**src/rtl/core/wqs_pkg.sv**
```systemverilog
// ----------------------------------------------------------------------------
// wqs_pkg
// Shared types and constants for the waypoint queue sequencer.
// ----------------------------------------------------------------------------
package wqs_pkg;

  localparam int COORD_W  = 24;
  localparam int TIME_W   = 32;
  localparam int RADIUS_W = 20;
  localparam int POINT_W  = 3 * COORD_W;

  // Slave-side tdata: wp_x, wp_y, wp_z, active, pos_valid, pos_north, pos_east, now_ms.
  localparam int IN_BITS = 3 * COORD_W + 2 + 2 * COORD_W + TIME_W;
  localparam int IN_W    = ((IN_BITS + 7) / 8) * 8;

  localparam int MODE_W = 2;
  localparam logic [MODE_W-1:0] MODE_PUSH  = 2'd0;
  localparam logic [MODE_W-1:0] MODE_TICK  = 2'd1;
  localparam logic [MODE_W-1:0] MODE_CLEAR = 2'd2;

  localparam int CFG_ADDR_W = 1;
  localparam int CFG_DATA_W = TIME_W;
  localparam logic [CFG_ADDR_W-1:0] CFG_RADIUS = 1'b0;
  localparam logic [CFG_ADDR_W-1:0] CFG_HOLD   = 1'b1;

  localparam logic [RADIUS_W-1:0] RADIUS_RESET = 20'd500;
  localparam logic [TIME_W-1:0]   HOLD_RESET   = 32'd1000;

  // Commands from the controller to the datapath.
  typedef struct packed {
    logic load;    // capture an accepted request
    logic diff;    // form the coordinate differences
    logic square;  // square the differences and the radius
    logic cmp;     // compare squared distance against squared radius
    logic commit;  // update state and load the output register
  } wqs_cmd_t;

endpackage

```
**src/rtl/core/wqs_ctrl.sv**
```systemverilog
// ----------------------------------------------------------------------------
// wqs_ctrl
// Sequencing state machine and stream handshakes for the sequencer.
// ----------------------------------------------------------------------------
module wqs_ctrl
  import wqs_pkg::*;
(
  input  logic     clk,
  input  logic     rst,
  input  logic     s_tvalid,
  output logic     s_tready,
  output logic     m_tvalid,
  input  logic     m_tready,
  output wqs_cmd_t cmd
);

  localparam logic [2:0] ST_IDLE = 3'd0;
  localparam logic [2:0] ST_DIFF = 3'd1;
  localparam logic [2:0] ST_SQR  = 3'd2;
  localparam logic [2:0] ST_CMP  = 3'd3;
  localparam logic [2:0] ST_UPD  = 3'd4;

  logic [2:0] state;
  logic [2:0] state_next;
  logic       out_valid;

  assign s_tready   = (state == ST_IDLE);
  assign m_tvalid   = out_valid;
  assign cmd.load   = s_tvalid && s_tready;
  assign cmd.diff   = (state == ST_DIFF);
  assign cmd.square = (state == ST_SQR);
  assign cmd.cmp    = (state == ST_CMP);
  // The result may be committed once the output register is empty or draining.
  assign cmd.commit = (state == ST_UPD) && (!out_valid || m_tready);

  always_comb begin
    state_next = state;
    case (state)
      ST_IDLE: if (cmd.load) state_next = ST_DIFF;
      ST_DIFF: state_next = ST_SQR;
      ST_SQR:  state_next = ST_CMP;
      ST_CMP:  state_next = ST_UPD;
      ST_UPD:  if (cmd.commit) state_next = ST_IDLE;
      default: state_next = ST_IDLE;
    endcase
  end

  always_ff @(posedge clk) begin
    if (rst) begin
      state     <= ST_IDLE;
      out_valid <= 1'b0;
    end else begin
      state <= state_next;
      if (cmd.commit) begin
        out_valid <= 1'b1;
      end else if (m_tready) begin
        out_valid <= 1'b0;
      end
    end
  end

endmodule

```
**config.mk**
```make
export PLATFORM = sky130hd
export DESIGN_NAME = wqs_ctrl
export DESIGN_NICKNAME = d
export VERILOG_FILES = /design/src/rtl/core/wqs_pkg.sv /design/src/rtl/core/wqs_ctrl.sv
export SDC_FILE = /design/constraint.sdc
export NUM_CORES = 1
export LEC_CHECK = 0
export ABC_AREA = 1
export BUFFER_PORTS_ARGS = -buffer_cell sky130_fd_sc_hd__buf_2
export CAP_MARGIN = 5
export CORE_AREA = 2 2 39 41
export DETAILED_ROUTE_END_ITERATION = 6
export DIE_AREA = 0 0 41 43
export GPL_ROUTABILITY_DRIVEN = 0
export PLACE_DENSITY = 0.37
export SYNTH_ARGS = -nofsm -noshare
export SYNTH_HDL_FRONTEND = slang
export SYNTH_SLANG_ARGS = --single-unit
```
**constraint.sdc**
```tcl
create_clock -name clk -period 0.8 [get_ports clk]
set_input_delay 0 -clock clk [delete_from_list [all_inputs] [get_ports clk]]
set_output_delay 0 -clock clk [all_outputs]
set_load 0.01 [all_outputs]
```
==> flow_summary.json <==
{
  "crit_type": "register to primary output",
  "routed_via_density": 3.689,
  "dpl.cell_count": 56,
  "required_ns": 0.80,
  "rows": 14,
  "grt_pass1_vias": 199,
  "relSlewSlack": 0.8933,
  "yosysTopAreaCellShare": 0.4076,
  "dieWidth_um": 41,
  "synth_seq_cells": 4,
  "synth_cell_type_count": 8,
  "yosys_warnings": 0,
  "fillers": 169,
  "synth_top_flop_cell": "dfxtp_1",
  "synth_most_common_cell": "inv_1",
  "tightest_slew_ns": 0.1593,
  "drc": 0,
  "synth_top_family_by_area": "simple AND/OR/NAND/NOR gates",
  "htree_levels": 1,
  "grt_pass1_wl_um": 731,
  "cts-root-buf": "clkbuf_4",
  "finalCritPeriodShare": 1.231,
  "power.density_nw_per_um2": 1708,
  "post_drt_wl_per_cell_um": 7.885,
  "drv_slew": 0,
  "gr-total-overflow": 0,
  "synthTopCellsByArea": "dfxtp_1 41%, inv_1 19%, nor2_1 11%",
  "synth_area_per_cell_sq_um": 6.337,
  "fp.coreArea_sq_um": 1384,
  "finalPower_mw": 0.6110,
  "crit_path_end_kind": "primary output",
  "synth-edff-count": 0,
  "die_h_um": 43,
  "yosys.area_share.simple": 0.2484,
  "drt_wl_total_um": 481,
  "fin_worst_skew_ns": 0.0002877,
  "drive_gt1_frac": 0.6000,
  "initial_core_util": 0.1420,
  "startpoint_type": "register",
  "io_buffers": 10,
  "drt_iter0_drc": 1,
  "dpl.hpwl_um": 354.1,
  "ff_latch_area_sq_um": 91.34,
  "layoutNonFillerInstCount": 61,
  "cp_data_arrival_time_ns": 0.98,
  "clk_pin_slew_ns": 0.04,
  "synthXorXnorAreaFrac": 0,
  "cts_tree": "yes",
  "antenna_left": 0,
  "muxShareOfSynthArea": 0,
  "synth_compound_area_frac": 0.1146,
  "yosysSeqAreaShare": 0.4076,
  "final_hold_viol_count": 0,
  "cts.path.max_buffers": 2,
  "first_pass_iters": 2,
  "peakVddDrop_mv": 0.5139,
  "synth_area_leader_cell": "dfxtp_1",
  "multi_input_area_sq_um": 103.9,
  "fmax_mhz": 1016,
  "clk_latency_ns": 0.23,
  "numClockSinks": 4,
  "setup_viol": 7,
  "cts_buffers": 3,
  "fin_crit_ns": 0.9845,
  "synth_cells": 31,
  "grt.total_usage": 0.06627,
  "dieArea_sq_um": 1763,
  "setup_ws_ns": -0.1845,
  "leakage_nw": 0.1817,
  "antenna_found_initial": 0,
  "grt_max_degree": 6,
  "drv_cap": 0,
  "synth_common_cells": "10 x inv_1, 6 x nor2_1, 4 x dfxtp_1",
  "synthAdderAreaFrac": 0,
  "final_net_count": 51,
  "syn_nets": 35,
  "violations": "setup timing",
  "async_flop_share": 0,
  "area_growth_pct": 82.17,
  "cp_max_fo": 5,
  "synth_area_sq_um": 196.4,
  "rsz0062_at_grt": "true",
  "num_vias": 225,
  "hp-class": "input pin to register",
  "antennaDiodeCount": 0,
  "num_io_pins": 11,
  "run_status": "finished with violations"
}
==> worst max-delay path, stage by stage, from the launching register on <==
cell     delay [ns]
dfxtp_4        0.37
nor2_4         0.13
nand2_2        0.06
nor2_1         0.07
buf_2          0.13
==> cell families after synthesis <==
family	Yosys count
AND/OR/NAND/NOR	12
buffers and inverters	11
flip-flops	4
AO/OA/AOI/OAI	4
==> area by class of cell <==
class / count / area share
Clock buffer: 3 / 0.06294
Multi-Input combinational cell: 16 / 0.2902
Timing Repair Buffer: 12 / 0.2238
Inverter: 10 / 0.1119
Sequential cell: 4 / 0.2552
Tap cell: 16 / 0.05594
==> layer usage <==
layer	up-vias	GRT usage	routed length [um]
li1	121	-	-
met1	99	0.05145	166
met2	5	0.1094	282
met3	0	0.04712	32
met4	0	0.04000	0
met5	-	0	0
==> placed cells by master, fill, tap and decap left out <==
cell,instances
dfxtp_4,3
nand2_1,1
buf_6,2
inv_1,7
dlygate4sd3_1,1
nand2_2,2
buf_4,1
nor2_4,2
inv_4,1
nand3_1,1
nand3_2,2
a21oi_1,3
clkbuf_4,3
buf_2,8
nor2_1,3
inv_2,2
dfxtp_1,1
nor2_2,1
o211ai_1,1
==> what timing repair did <==
action / CTS / global route
buffers inserted: 1 / 0
hold buffers: 1 / 0
endpoints found under the setup margin: 6 / 8
resized for setup: 6 / 15
pin swaps: 3 / 1
hold endpoints to repair: 4 / 0
==> sequential cells by signal, summed over array words and instances (netlist names) <==
name	cells
m_tvalid	1
state	3
==> worst paths after layout <==
path	cells after the start	slack, ns	to	from
max reg2reg	4	-0.04	state[2]	state[1]
min reg2reg	2	0.53	state[2]	state[2]
max	4	-0.18	cmd[4]	state[0]
min	4	0.04	state[2]	m_tready
==> per-stage QoR <==
stage / instance area, sq um / TNS, ns / setup WS, ns / utilization / hold slack, ns
2_1_floorplan: 196.4 / 0 / 0.01195 / - / 0.06907
3_3_place_gp: 259.0 / 0 / 0.0006758 / 0.1872 / 0.2241
3_5_place_dp: 259.0 / 0 / 0.01403 / 0.1872 / 0.2213
4_1_cts: 312.8 / -0.9058 / -0.1787 / 0.2260 / 0.04463
5_1_grt: 357.8 / -1.272 / -0.2455 / 0.2586 / 0.05737
6_report: 357.8 / -0.8703 / -0.1845 / 0.2586 / 0.04482
==> power breakdown <==
| part | total [mW] | switching (mW) | internal, mW |
|---|---|---|---|
| clock network | 0.245 | 0.0775 | 0.167 |
| logic | 0.135 | 0.0635 | 0.0718 |
| registers | 0.231 | 0.0223 | 0.208 |
| total | 0.611 | 0.163 | 0.448 |
Power figures use the tool's default switching activity.
